--- src/sv/ucfb_pkg.sv ---
`timescale 1ns / 1ps
// Package for the buffered UART channel: request and result payload types,
// request codes and the FIFO control struct. It has no dependencies.
package ucfb_pkg;

    typedef logic [7:0] t_byte;

    localparam logic [1:0] REQ_PUT  = 2'd0;
    localparam logic [1:0] REQ_GET  = 2'd1;
    localparam logic [1:0] REQ_LINE = 2'd2;

    localparam t_byte EMPTY_BYTE = 8'hFF;

    typedef struct packed {
        logic [1:0] req_type;
        t_byte      put_byte;
        logic [3:0] line_error;
        logic       rx_ready;
        t_byte      rx_byte;
        logic       tx_empty;
    } t_req;

    typedef struct packed {
        logic        accepted;
        t_byte       get_byte;
        logic        tx_valid;
        t_byte       tx_byte;
        logic        sending;
        logic        rx_overflowed;
        logic        rx_not_empty;
        logic [10:0] tx_level;
        logic [8:0]  rx_level;
    } t_res;

    typedef struct packed {
        logic push;
        logic pop;
        logic flush;
    } t_fifo_ctl;

endpackage

--- src/sv/ucfb_fifo.sv ---
`timescale 1ns / 1ps
// Byte ring FIFO with a registered head byte that always shows the oldest entry.
// Depends on ucfb_pkg for the byte type and the control struct.
module ucfb_fifo #(
    parameter int DEPTH = 16
) (
    input  logic                        i_clk,
    input  logic                        i_rst_n,
    input  ucfb_pkg::t_fifo_ctl         i_ctl,
    input  ucfb_pkg::t_byte             i_data,
    output ucfb_pkg::t_byte             o_head,
    output logic [$clog2(DEPTH+1)-1:0]  o_count,
    output logic [$clog2(DEPTH+1)-1:0]  o_count_next
);
    import ucfb_pkg::*;

    localparam int AW = $clog2(DEPTH);
    localparam int CW = $clog2(DEPTH + 1);

    t_byte          mem [DEPTH];
    logic [AW-1:0]  r_wr_ptr, n_wr_ptr;
    logic [AW-1:0]  r_rd_ptr, n_rd_ptr;
    logic [CW-1:0]  r_count, n_count;
    t_byte          r_head;
    logic [AW-1:0]  wr_addr;

    function automatic logic [AW-1:0] f_inc(input logic [AW-1:0] ptr);
        return (ptr == AW'(DEPTH - 1)) ? '0 : ptr + 1'b1;
    endfunction

    always_comb begin
        wr_addr  = i_ctl.flush ? '0 : r_wr_ptr;
        n_wr_ptr = i_ctl.push ? f_inc(wr_addr) : wr_addr;
        if (i_ctl.flush) begin
            n_rd_ptr = '0;
        end else if (i_ctl.pop) begin
            n_rd_ptr = f_inc(r_rd_ptr);
        end else begin
            n_rd_ptr = r_rd_ptr;
        end
        n_count = i_ctl.flush ? '0 : r_count;
        n_count = n_count + CW'(i_ctl.push) - CW'(i_ctl.pop && !i_ctl.flush);
    end

    always_ff @(posedge i_clk) begin
        if (i_ctl.push) begin
            mem[wr_addr] <= i_data;
        end
        if (i_ctl.push && wr_addr == n_rd_ptr) begin
            r_head <= i_data;
        end else begin
            r_head <= mem[n_rd_ptr];
        end
    end

    always_ff @(posedge i_clk) begin
        if (!i_rst_n) begin
            r_wr_ptr <= '0;
            r_rd_ptr <= '0;
            r_count  <= '0;
        end else begin
            r_wr_ptr <= n_wr_ptr;
            r_rd_ptr <= n_rd_ptr;
            r_count  <= n_count;
        end
    end

    assign o_head       = r_head;
    assign o_count      = r_count;
    assign o_count_next = n_count;

    a_count_bound: assert property (@(posedge i_clk) disable iff (!i_rst_n)
        r_count <= CW'(DEPTH))
        else $error("FIFO count exceeds its depth.");

    a_no_pop_empty: assert property (@(posedge i_clk) disable iff (!i_rst_n)
        i_ctl.pop |-> (r_count != '0 && !i_ctl.flush))
        else $error("FIFO popped while empty or while flushing.");

    a_no_push_full: assert property (@(posedge i_clk) disable iff (!i_rst_n)
        (i_ctl.push && !i_ctl.flush) |-> (r_count != CW'(DEPTH) || i_ctl.pop))
        else $error("FIFO pushed while full.");

    a_flush_push: assert property (@(posedge i_clk) disable iff (!i_rst_n)
        (i_ctl.flush && i_ctl.push) |=> (r_count == CW'(1) && r_head == $past(i_data)))
        else $error("FIFO flush with push did not leave exactly the new byte.");

endmodule

--- config.mk ---
export PLATFORM = sky130hd
export DESIGN_NAME = ucfb_fifo
export DESIGN_NICKNAME = d
export VERILOG_FILES = /design/src/sv/ucfb_pkg.sv /design/src/sv/ucfb_fifo.sv
export SDC_FILE = /design/constraint.sdc
export NUM_CORES = 1
export LEC_CHECK = 0
export BUFFER_PORTS_ARGS = -buffer_cell sky130_fd_sc_hd__buf_4
export CORE_MARGIN = 5
export CORE_UTILIZATION = 25
export CTS_CLUSTER_DIAMETER = 100
export DETAILED_ROUTE_END_ITERATION = 12
export GPL_TIMING_DRIVEN = 0
export PLACE_DENSITY = 0.47
export SKIP_LAST_GASP = 1
export SLEW_MARGIN = 10
export SYNTH_ARGS = -nofsm -noshare
export SYNTH_HDL_FRONTEND = slang
export SYNTH_SLANG_ARGS = --single-unit
--- constraint.sdc ---
create_clock -name i_clk -period 2.35 [get_ports i_clk]
set_input_delay 0.1175 -clock i_clk [delete_from_list [all_inputs] [get_ports i_clk]]
set_output_delay 0.1175 -clock i_clk [all_outputs]
set_load 0.03 [all_outputs]
==> summary.txt, run 1 <==
width of the die: 163 µm
clock slew seen by the registers of the worst setup and hold paths: 0.06 ns
number of buffers inserted during clock tree synthesis: 17
ratio of routed vias to standard cells: 4.21
buffer type at the clock tree root: clkbuf_16
Synth Instances: 318
type of element launching the critical path: register
largest net degree at the start of global routing: 17
cell type group with the largest total delay on the critical path: adder cells
Buffers & Inverters on Critical Path: 2
worst-case hold slack: 0.0428 ns
leakage power total: 2.43 nW
number of hold violations in the final report: 0
Final HPWL DP: 8.67 mm
core outline area: 23300 µm²
global-route wire length before repair: 19.6 mm
type of the worst setup path: register to output port
post-synthesis area per instance: 18.4 µm²
fmax: 410 MHz
deepest level of the CTS H-tree: 4
slowest library cell on the worst path: fa_2
via count: 2982
Post-Synthesis Cell Area: 5870 µm²
routability congestion estimate: 0.750
worst min-delay path endpoint: mem[12][3]
number of violations of the max-capacitance limit: 0
normalized max-slew margin: 34.5%
ratio of total power to cell area: 862 nW/µm²
clock tree from TritonCTS: yes
ratio of cells with drive above 1 in the final layout: 31.4%
post-detailed-route wirelength per cell: 18.3 µm
Cell Count, Final, Fillers Out: 708
post-synthesis net count: 342
post-synthesis async set-or-reset flop share: 0%
number of setup violations in the final report: 1
number of max-slew violations in the final report: 0
post-layout minimum cycle time: 2.44 ns
WP data arrival: 2.32 ns
Crit. Startpoint: o_count[0]
via count of the first global-routing pass: 3218
count of buffers from port buffering: 29
portion of the post-synthesis area used by sequential elements: 71.3%
Setup crit end kind: output port
post-synthesis share of cell area spent on xor and xnor gates: 1.04%
Area growth, synth to finish: 24.8%
Tot GR Track Use: 10.2%
post-synth top area share: 65.5%
maximum clock path buffer count: 2
number of DRC markers after the initial detailed-route iteration: 159
FF-to-FF End: mem[11][4]
maximum fanout along the worst path: 2
final-stage net count: 400
fraction of the mapped netlist area in simple logic gates: 6.08%
measured slew at the worst slew-check pin: 0.975 ns
share of the synthesized area in compound gates (AO/OA/AOI/OAI): 3.31%
result of the run: finished, violations left
number of I/O pins: 31
fillcell total: 2317
total DRC errors in the routed layout: 0
remaining antenna violation count after routing: 0
final setup margin: -0.0919 ns
warnings from Yosys: 0
Reg-to-Reg Start: r_wr_ptr[0]
cells traversed along the worst timing path: nand2b_1, ha_1, inv_1, ha_4, fa_2, a21o_1, a21oi_4, xor2_4, buf_6
most common cell in the synthesized netlist: edfxtp_1
Synth top cells by count: edfxtp_1, mux4_2, dfxtp_1
clk_skew: 0.00823 ns
number of detailed-routing iterations run before antenna repair: 4
fraction of the cycle the final worst path needs: 104%
Area contributors post-synth: edfxtp_1, mux4_2, mux4_1, dfxtp_1, ha_1
cell total after placement: 670
failing checks: negative setup slack
share of synthesized area spent on multiplexers: 13.4%
hold-critical path depth: 1
Congestion Overflow GR: 0
worst hold path type: input port to register
diode count: 0
total power consumption of the routed design: 6.31 mW
most frequently used flop master after synthesis: edfxtp_1
Die Height: 163 µm
Worst EP required: 2.23 ns
post-synthesis adder-cell area fraction: 2.47%
number of antenna violations at the first check in global routing: 0
highest cell delay on the worst timing path: 0.34 ns
number of rows in the core area: 56
Post-Route WL: 13.0 mm
RSZ-0062 raised after global routing: yes
starting density of the core: 25.2%
number of synthesized flops with an enable pin: 128
CTS sink count: 145
register-to-register path setup slack: 0.11 ns
launch point of the worst hold path: i_data[3]
area enclosed by the die boundary: 26600 µm²
Synth cell types: 31
Peak supply drop: 0.000454 V
clock latency on the worst-skew pair: 0.41 ns
register bit total from synthesis: 145
largest area contributor in the netlist: edfxtp_1
Register-to-Register Path Depth: 6
main combinational cell family by area after synthesis: multiplexers
[state kept, by name, summed over array words and instances, names as in the netlist, named ones only]
| register | cells |
|---|---|
| mem | 128 |
| r_rd_ptr | 4 |
| o_count | 5 |
| r_wr_ptr | 4 |
[worst max path at each step]
stage               slack [ns]         endpoint  depth (start not counted)
floorplan                0.006       o_count[4]                         11
global placement         -0.85       mem[11][1]                          6
detailed placement       -0.21  o_count_next[4]                         11
CTS                      -0.14  o_count_next[4]                          9
global route             -0.19  o_count_next[4]                          9
finish                   -0.09  o_count_next[4]                          9
[per-stage QoR]
step                instance area, µm²  setup TNS, ns  setup slack, ns  utilization (%)
floorplan                         5890              0          0.00649                -
global placement                  6510         -24.87           -0.846             28.0
detailed placement                6570         -0.430           -0.214             28.2
CTS                               7250         -0.138           -0.138             31.2
global route                      7320         -0.262           -0.191             31.5
finish                            7320        -0.0919          -0.0919             31.5
[area by class of cell]
type | instances | area [µm²] | area share [%]
buffer | 15 | 128 | 1.74
multi-input combinational | 148 | 1650 | 22.6
tap | 319 | 399 | 5.45
sequential | 145 | 4190 | 57.2
timing repair buffer | 39 | 303 | 4.14
clock buffer | 20 | 437 | 5.96
inverter | 10 | 37.5 | 0.513
clock inverter | 12 | 179 | 2.44
[where the power goes]
part           switching [mW]  internal [mW]
Sequential             0.0174           2.84
Combinational           0.359          0.289
Clock                    1.03           1.78
Total                    1.40           4.91
[logic make-up (layout without fill, tap and decap cells)]
logic type,after synthesis,count (layout)
muxes,33,33
AOI/OAI and AO/OA,29,29
and+or+nand+nor,68,68
adders and majority gates,11,11
DFF,145,145
xor gates and xnor gates,7,7
buffers and inverters,25,96
[timing repair]
action,CTS,global route
setup buffers,3,2
gates resized for setup,12,17
hold buffers,1,0
hold endpoints to repair,2,0
pin swaps,3,4
setup endpoints to repair,8,22
[metal layers]
| layer | global-route usage [%] | vias up | routed length [µm] |
|---|---|---|---|
| met2 | 16.7 | 59 | 6410 |
| met1 | 13.4 | 1553 | 5930 |
| met3 | 2.95 | 8 | 500 |
| met4 | 2.71 | 0 | 133 |
| met5 | 0 | - | 0 |
| li1 | - | 1362 | - |
[placed cells by master, fill, tap and decap left out, types with 2 or more instances in the layout]
master and n:
a21o_1 2, a21oi_1 5, a22oi_1 7, a22oi_2 9, and2_1 15, and3_1 4
buf_2 3, buf_4 36, buf_6 3, buf_8 2, bufinv_16 4, clkbuf_1 6
clkbuf_16 17, clkbuf_2 2, clkdlybuf4s25_2 3, clkinvlp_4 2, dfxtp_1 16, edfxtp_1 128
ha_1 9, inv_1 10, inv_6 3, mux4_1 8, mux4_2 24, nand2_1 16
nand2b_1 7, nor2_1 11, nor2b_1 6, nor4_2 4, o21ai_0 4, xnor2_1 4
xor2_4 2
Power figures use the tool's default switching activity.
==> run 2, diff against run 1 <==
--- a/config.mk
+++ b/config.mk
@@ -6,12 +6,14 @@
 export NUM_CORES = 1
 export LEC_CHECK = 0
 export BUFFER_PORTS_ARGS = -buffer_cell sky130_fd_sc_hd__buf_4
+export CELL_PAD_IN_SITES_DETAIL_PLACEMENT = 0
+export CELL_PAD_IN_SITES_GLOBAL_PLACEMENT = 1
 export CORE_MARGIN = 5
 export CORE_UTILIZATION = 25
 export CTS_CLUSTER_DIAMETER = 100
 export DETAILED_ROUTE_END_ITERATION = 12
 export GPL_TIMING_DRIVEN = 0
-export PLACE_DENSITY = 0.47
+export PLACE_DENSITY = 0.51
 export SKIP_LAST_GASP = 1
 export SLEW_MARGIN = 10
 export SYNTH_ARGS = -nofsm -noshare
==> summary.txt, run 2 (synthesis gave the netlist of run 1 again) <==
clk_skew: 0.0114 ns (+0.00319 ns)
maximum fanout along the worst path: 2 (unchanged)
number of rows in the core area: 56 (unchanged)
ratio of total power to cell area: 832 nW/µm² (-3.6%)
worst min-delay path endpoint: mem[10][0]
via count: 2987 (+0.17%)
number of detailed-routing iterations run before antenna repair: 4 (unchanged)
global-route wire length before repair: 20.1 mm (+2.1%)
ratio of routed vias to standard cells: 4.21 (-0.11%)
via count of the first global-routing pass: 3306 (+2.7%)
Area growth, synth to finish: 24.7% (about the same)
area enclosed by the die boundary: 26600 µm² (unchanged)
post-detailed-route wirelength per cell: 18.4 µm (+0.23%)
Tot GR Track Use: 10.4% (+0.20 points)
switching pwr: 1.50 mW (+6.8%)
highest cell delay on the worst timing path: 0.34 ns (about the same)
net switching fraction of the power: 24.6% (+2.4 points)
Register-to-Register Path Depth: 5 (-1)
maximum clock path buffer count: 2 (unchanged)
commonest non-fill, non-tap cell in the layout: edfxtp_1
Clk network pwr share: 43.3% (-1.2 points)
Reg-to-Reg Start: r_wr_ptr[0]
routability congestion estimate: 0.698 (-7.0%)
clock latency on the worst-skew pair: 0.43 ns (+0.02 ns)
fmax: 407 MHz (-0.68%)
final setup margin: -0.109 ns (-0.0167 ns)
Post-Route WL: 13.0 mm (+0.52%)
most frequent cells in the layout: edfxtp_1, buf_4, mux4_2, clkbuf_16
fraction of the cycle the final worst path needs: 105% (+0.71 points)
cells traversed along the worst timing path: nand2b_1, ha_1, inv_1, ha_2, fa_2, a21o_1, a21oi_4, xor2_4, buf_6
deepest level of the CTS H-tree: 4 (unchanged)
fillcell total: 2336 (+0.82%)
register-to-register path setup slack: 0.26 ns (+0.15 ns)
number of I/O pins: 31 (unchanged)
normalized max-slew margin: 33.0% (-1.4 points)
measured slew at the worst slew-check pin: 1.00 ns (+0.0257 ns)
number of hold violations in the final report: 0 (unchanged)
FF-to-FF End: mem[3][5]
diode count: 0 (unchanged)
clock slew seen by the registers of the worst setup and hold paths: 0.06 ns (about the same)
RSZ-0062 raised after global routing: yes
number of max-slew violations in the final report: 0 (unchanged)
number of setup violations in the final report: 1 (unchanged)
WP data arrival: 2.34 ns (+0.02 ns)
Final HPWL DP: 8.52 mm (-1.6%)
starting density of the core: 25.2% (unchanged)
Cell Count, Final, Fillers Out: 710 (+0.28%)
Worst EP required: 2.23 ns (about the same)
max FFs per register: 128 (unchanged)
failing checks: negative setup slack
launch point of the worst hold path: i_data[0]
Peak supply drop: 0.000442 V (-2.6%)
worst hold path type: input port to register
clock tree from TritonCTS: yes
Die Height: 163 µm (unchanged)
slowest library cell on the worst path: fa_2
Setup crit end kind: output port
type of element launching the critical path: register
hold-critical path depth: 1 (unchanged)
total DRC errors in the routed layout: 0 (unchanged)
Comb pwr share: 9.8% (-0.5 points)
width of the die: 163 µm (unchanged)
leakage power total: 2.44 nW (+0.39%)
largest register by flop count: mem
number of violations of the max-capacitance limit: 0 (unchanged)
CTS sink count: 145 (unchanged)
ratio of cells with drive above 1 in the final layout: 32.0% (+0.61 points)
type of the worst setup path: register to output port
cell total after placement: 670 (unchanged)
largest net degree at the start of global routing: 17 (unchanged)
post-layout minimum cycle time: 2.46 ns (+0.0167 ns)
remaining antenna violation count after routing: 0 (unchanged)
number of DRC markers after the initial detailed-route iteration: 188 (+18%)
buffer type at the clock tree root: clkbuf_16
result of the run: finished, violations left
cell type group with the largest total delay on the critical path: adder cells
count of buffers from port buffering: 29 (unchanged)
Buffers & Inverters on Critical Path: 2 (unchanged)
Crit path depth: 9 (unchanged)
Congestion Overflow GR: 0 (unchanged)
worst setup slack before clock tree synthesis: -0.262 ns (-0.0479 ns)
sequential power share: 46.9% (+1.7 points)
number of antenna violations at the first check in global routing: 0 (unchanged)
Internal Dissipation: 4.59 mW (-6.6%)
total power consumption of the routed design: 6.08 mW (-3.6%)
core outline area: 23300 µm² (unchanged)
final-stage net count: 402 (+0.50%)
number of buffers inserted during clock tree synthesis: 17 (unchanged)
[run 2: worst max-delay path by stage]
stage,end,from,slack (ns)
after floorplan,o_count[4],i_ctl[0],0.006
after global placement,mem[11][3],i_ctl[0],-0.80
after detailed placement,o_count_next[4],i_ctl[0],-0.26
after CTS,o_count_next[4],o_count[0],-0.18
after global routing,o_count_next[4],o_count[0],-0.24
final,o_count_next[4],o_count[0],-0.11
[run 2: power groups by stage]
stage               registers, mW  clock network (mW)  logic (mW)
global placement             2.91                   0       0.547
detailed placement           2.91                   0       0.551
floorplan                    2.94                   0       0.319
CTS                          2.85                2.70       0.584
global route                 2.86                2.82       0.645
finish                       2.85                2.63       0.597
[run 2: cell type report]
cell class,count,area [µm²],area share [%]
Sequential cell,145,4190,57.2
Multi-Input combinational cell,148,1650,22.6
Clock buffer,17,425,5.81
Tap cell,319,399,5.45
Timing Repair Buffer,41,329,4.50
Clock inverter,15,149,2.03
Buffer,15,138,1.88
Inverter,10,37.5,0.513
[run 2: worst reg2reg max path: cells and delay by family (launching register included)]
family | cells | cell delay [ns]
simple gates | 2 | 0.91
fa+ha+maj | 1 | 0.24
flops | 1 | 0.36
buf+inv | 2 | 0.20
[run 2: through the flow]
step | util, % | TNS, ns | cell area, µm² | hold WS (ns)
after detailed placement | 28.2 | -0.439 | 6570 | 0.355
final | 31.5 | -0.109 | 7320 | 0.0167
after global placement | 28.0 | -23.39 | 6510 | 0.352
after floorplan | - | 0 | 5890 | 0.216
after CTS | 31.0 | -0.179 | 7210 | 0.000791
after global routing | 31.5 | -0.238 | 7320 | 0.0118
[run 2: what timing repair did]
action / 4_1_cts / 5_1_grt
hold buffers: 2 / 0
pin swaps: 3 / 5
setup endpoints to repair: 8 / 18
endpoints found under the hold margin: 13 / 0
setup buffers: 1 / 5
gates resized for setup: 12 / 15
[run 2: layer usage]
metal | vias up | track usage (%) | share of wire [%]
li1 | 1378 | - | -
met1 | 1531 | 13.2 | 45
met2 | 68 | 17.3 | 50
met3 | 10 | 3.28 | 4.4
met4 | 0 | 2.90 | 0.88
met5 | - | 0 | 0
==> run 3, diff against run 2 <==
--- a/config.mk
+++ b/config.mk
@@ -8,6 +8,7 @@
 export BUFFER_PORTS_ARGS = -buffer_cell sky130_fd_sc_hd__buf_4
 export CELL_PAD_IN_SITES_DETAIL_PLACEMENT = 0
 export CELL_PAD_IN_SITES_GLOBAL_PLACEMENT = 1
+export CORE_ASPECT_RATIO = 1.2
 export CORE_MARGIN = 5
 export CORE_UTILIZATION = 25
 export CTS_CLUSTER_DIAMETER = 100
==> summary.txt, run 3 (synthesis gave the netlist of run 1 again) <==
result of the run: finished, violations left
failing checks: negative setup slack
post-detailed-route wirelength per cell: 17.9 µm (-2.7%)
clock slew seen by the registers of the worst setup and hold paths: 0.07 ns (about the same)
width of the die: 150 µm (-8.2%)
most frequent cells in the layout: edfxtp_1, buf_4, mux4_2, clkbuf_16
Area after DPL: 6560 µm² (about the same)
number of max-slew violations in the final report: 0 (unchanged)
Worst EP required: 2.23 ns (about the same)
type of element launching the critical path: register
launch point of the worst hold path: i_data[6]
buffer type at the clock tree root: clkbuf_16
largest net degree at the start of global routing: 17 (unchanged)
Buffers & Inverters on Critical Path: 2 (unchanged)
final-stage net count: 397 (-1.2%)
Final HPWL DP: 8.58 mm (+0.68%)
clk_skew: 0.00754 ns (-0.00388 ns)
ratio of total power to cell area: 837 nW/µm² (+0.62%)
largest register by flop count: mem
maximum clock path buffer count: 2 (unchanged)
type of the worst setup path: register to output port
highest cell delay on the worst timing path: 0.34 ns (about the same)
remaining antenna violation count after routing: 0 (unchanged)
Reg-to-Reg Start: r_wr_ptr[0]
number of violations of the max-capacitance limit: 0 (unchanged)
RSZ-0062 raised after global routing: yes
maximum fanout along the worst path: 2 (unchanged)
deepest level of the CTS H-tree: 4 (unchanged)
Peak supply drop: 0.000456 V (+3.1%)
Cell Count, Final, Fillers Out: 701 (-1.3%)
routability congestion estimate: 0.758 (+8.7%)
cell total after placement: 666 (-0.60%)
number of I/O pins: 31 (unchanged)
via count of the first global-routing pass: 3100 (-6.2%)
max FFs per register: 128 (unchanged)
core outline area: 23100 µm² (-0.59%)
Crit. Startpoint: o_count[0]
final setup margin: -0.0820 ns (+0.0266 ns)
number of hold violations in the final report: 0 (unchanged)
area enclosed by the die boundary: 26600 µm² (about the same)
normalized max-slew margin: 41.0% (+7.9 points)
Tot GR Track Use: 9.97% (-0.45 points)
starting density of the core: 25.4% (+0.15 points)
number of antenna violations at the first check in global routing: 0 (unchanged)
total DRC errors in the routed layout: 0 (unchanged)
fillcell total: 2283 (-2.3%)
total negative slack for setup checks: -0.0820 ns (+0.0266 ns)
number of setup violations in the final report: 1 (unchanged)
ratio of cells with drive above 1 in the final layout: 31.3% (-0.62 points)
number of rows in the core area: 61 (+8.9%)
Setup crit end kind: output port
fmax: 411 MHz (+1.1%)
fraction of the cycle the final worst path needs: 103% (-1.1 points)
Post-Route WL: 12.5 mm (-3.9%)
diode count: 0 (unchanged)
global-route wire length before repair: 19.1 mm (-4.9%)
measured slew at the worst slew-check pin: 0.882 ns (-0.118 ns)
CTS sink count: 145 (unchanged)
WP data arrival: 2.31 ns (-0.03 ns)
Layout Cell Area excl Fill: 7210 µm² (-1.4%)
Area growth, synth to finish: 23.0%
leakage power total: 2.40 nW (-1.6%)
slowest library cell on the worst path: fa_2
cell type group with the largest total delay on the critical path: adder cells
clock latency on the worst-skew pair: 0.41 ns (-0.02 ns)
Die Height: 178 µm (+9.0%)
cells traversed along the worst timing path: nand2b_1, ha_1, inv_1, ha_2, fa_2, a21o_1, a21oi_4, xor2_4, buf_6
count of buffers from port buffering: 29 (unchanged)
via count: 2926 (-2.0%)
Congestion Overflow GR: 0 (unchanged)
final cell utilization of the core: 31.2% (-0.26 points)
number of buffers inserted during clock tree synthesis: 17 (unchanged)
post-layout minimum cycle time: 2.43 ns (-0.0266 ns)
commonest non-fill, non-tap cell in the layout: edfxtp_1
worst hold path type: input port to register
clock tree from TritonCTS: yes
number of DRC markers after the initial detailed-route iteration: 152 (-19%)
ratio of routed vias to standard cells: 4.17 (-0.78%)
number of detailed-routing iterations run before antenna repair: 4 (unchanged)
## run 3: path summary, 6_finish.rpt
kind,slack (ns),to,cells past startpoint
setup reg to reg,0.16,mem[11][7],6
hold / removal,0.04,mem[12][6],1
setup / recovery,-0.08,o_count_next[4],9
hold reg to reg,0.51,r_wr_ptr[3],2
## run 3: metrics by stage
step | hold slack (ns) | setup WS, ns | power, mW
2_1_floorplan | 0.216 | 0.00649 | 3.26
4_1_cts | 0.0161 | -0.154 | 6.10
3_5_place_dp | 0.353 | -0.239 | 3.47
3_3_place_gp | 0.350 | -0.803 | 3.46
5_1_grt | 0.0219 | -0.183 | 6.26
6_report | 0.0376 | -0.0820 | 6.04
## run 3: report_power, final
part / switching, mW / total, mW / internal, mW
sequential: 0.0186 / 2.86 / 2.84
combinational: 0.341 / 0.593 / 0.251
clock: 1.10 / 2.59 / 1.49
total: 1.46 / 6.04 / 4.57
## run 3: timing repair
item                                   4_1_cts  5_1_grt
resized for setup                           13        9
setup endpoints to repair                    7       20
setup buffers                                1        1
pin swaps                                    3        3
hold buffers                                 1        0
endpoints found under the hold margin        3        0
## run 3: layout make-up
type | instances | area [µm²] | share of cell area, %
Timing Repair Buffer | 36 | 277 | 3.83
Inverter | 10 | 37.5 | 0.520
Clock buffer | 17 | 425 | 5.90
Multi-Input combinational cell | 148 | 1630 | 22.6
Sequential cell | 145 | 4190 | 58.0
Tap cell | 315 | 394 | 5.46
Clock inverter | 15 | 144 | 1.99
Buffer | 15 | 120 | 1.66
## run 3: worst reg2reg max path, delay by kind of cell, from the launching register on
kind          cells  cell delay (ns)
buf+inv           3             0.48
fa+ha+maj         1             0.26
simple gates      2             0.82
flops             1             0.35
## run 3: layer usage
metal | global-route usage (%) | routed length, µm | up-vias
met2 | 16.1 | 6140 | 51
li1 | - | - | 1362
met1 | 12.9 | 5770 | 1501
met5 | 0 | 0 | -
met4 | 3.20 | 140 | 0
met3 | 2.86 | 486 | 12
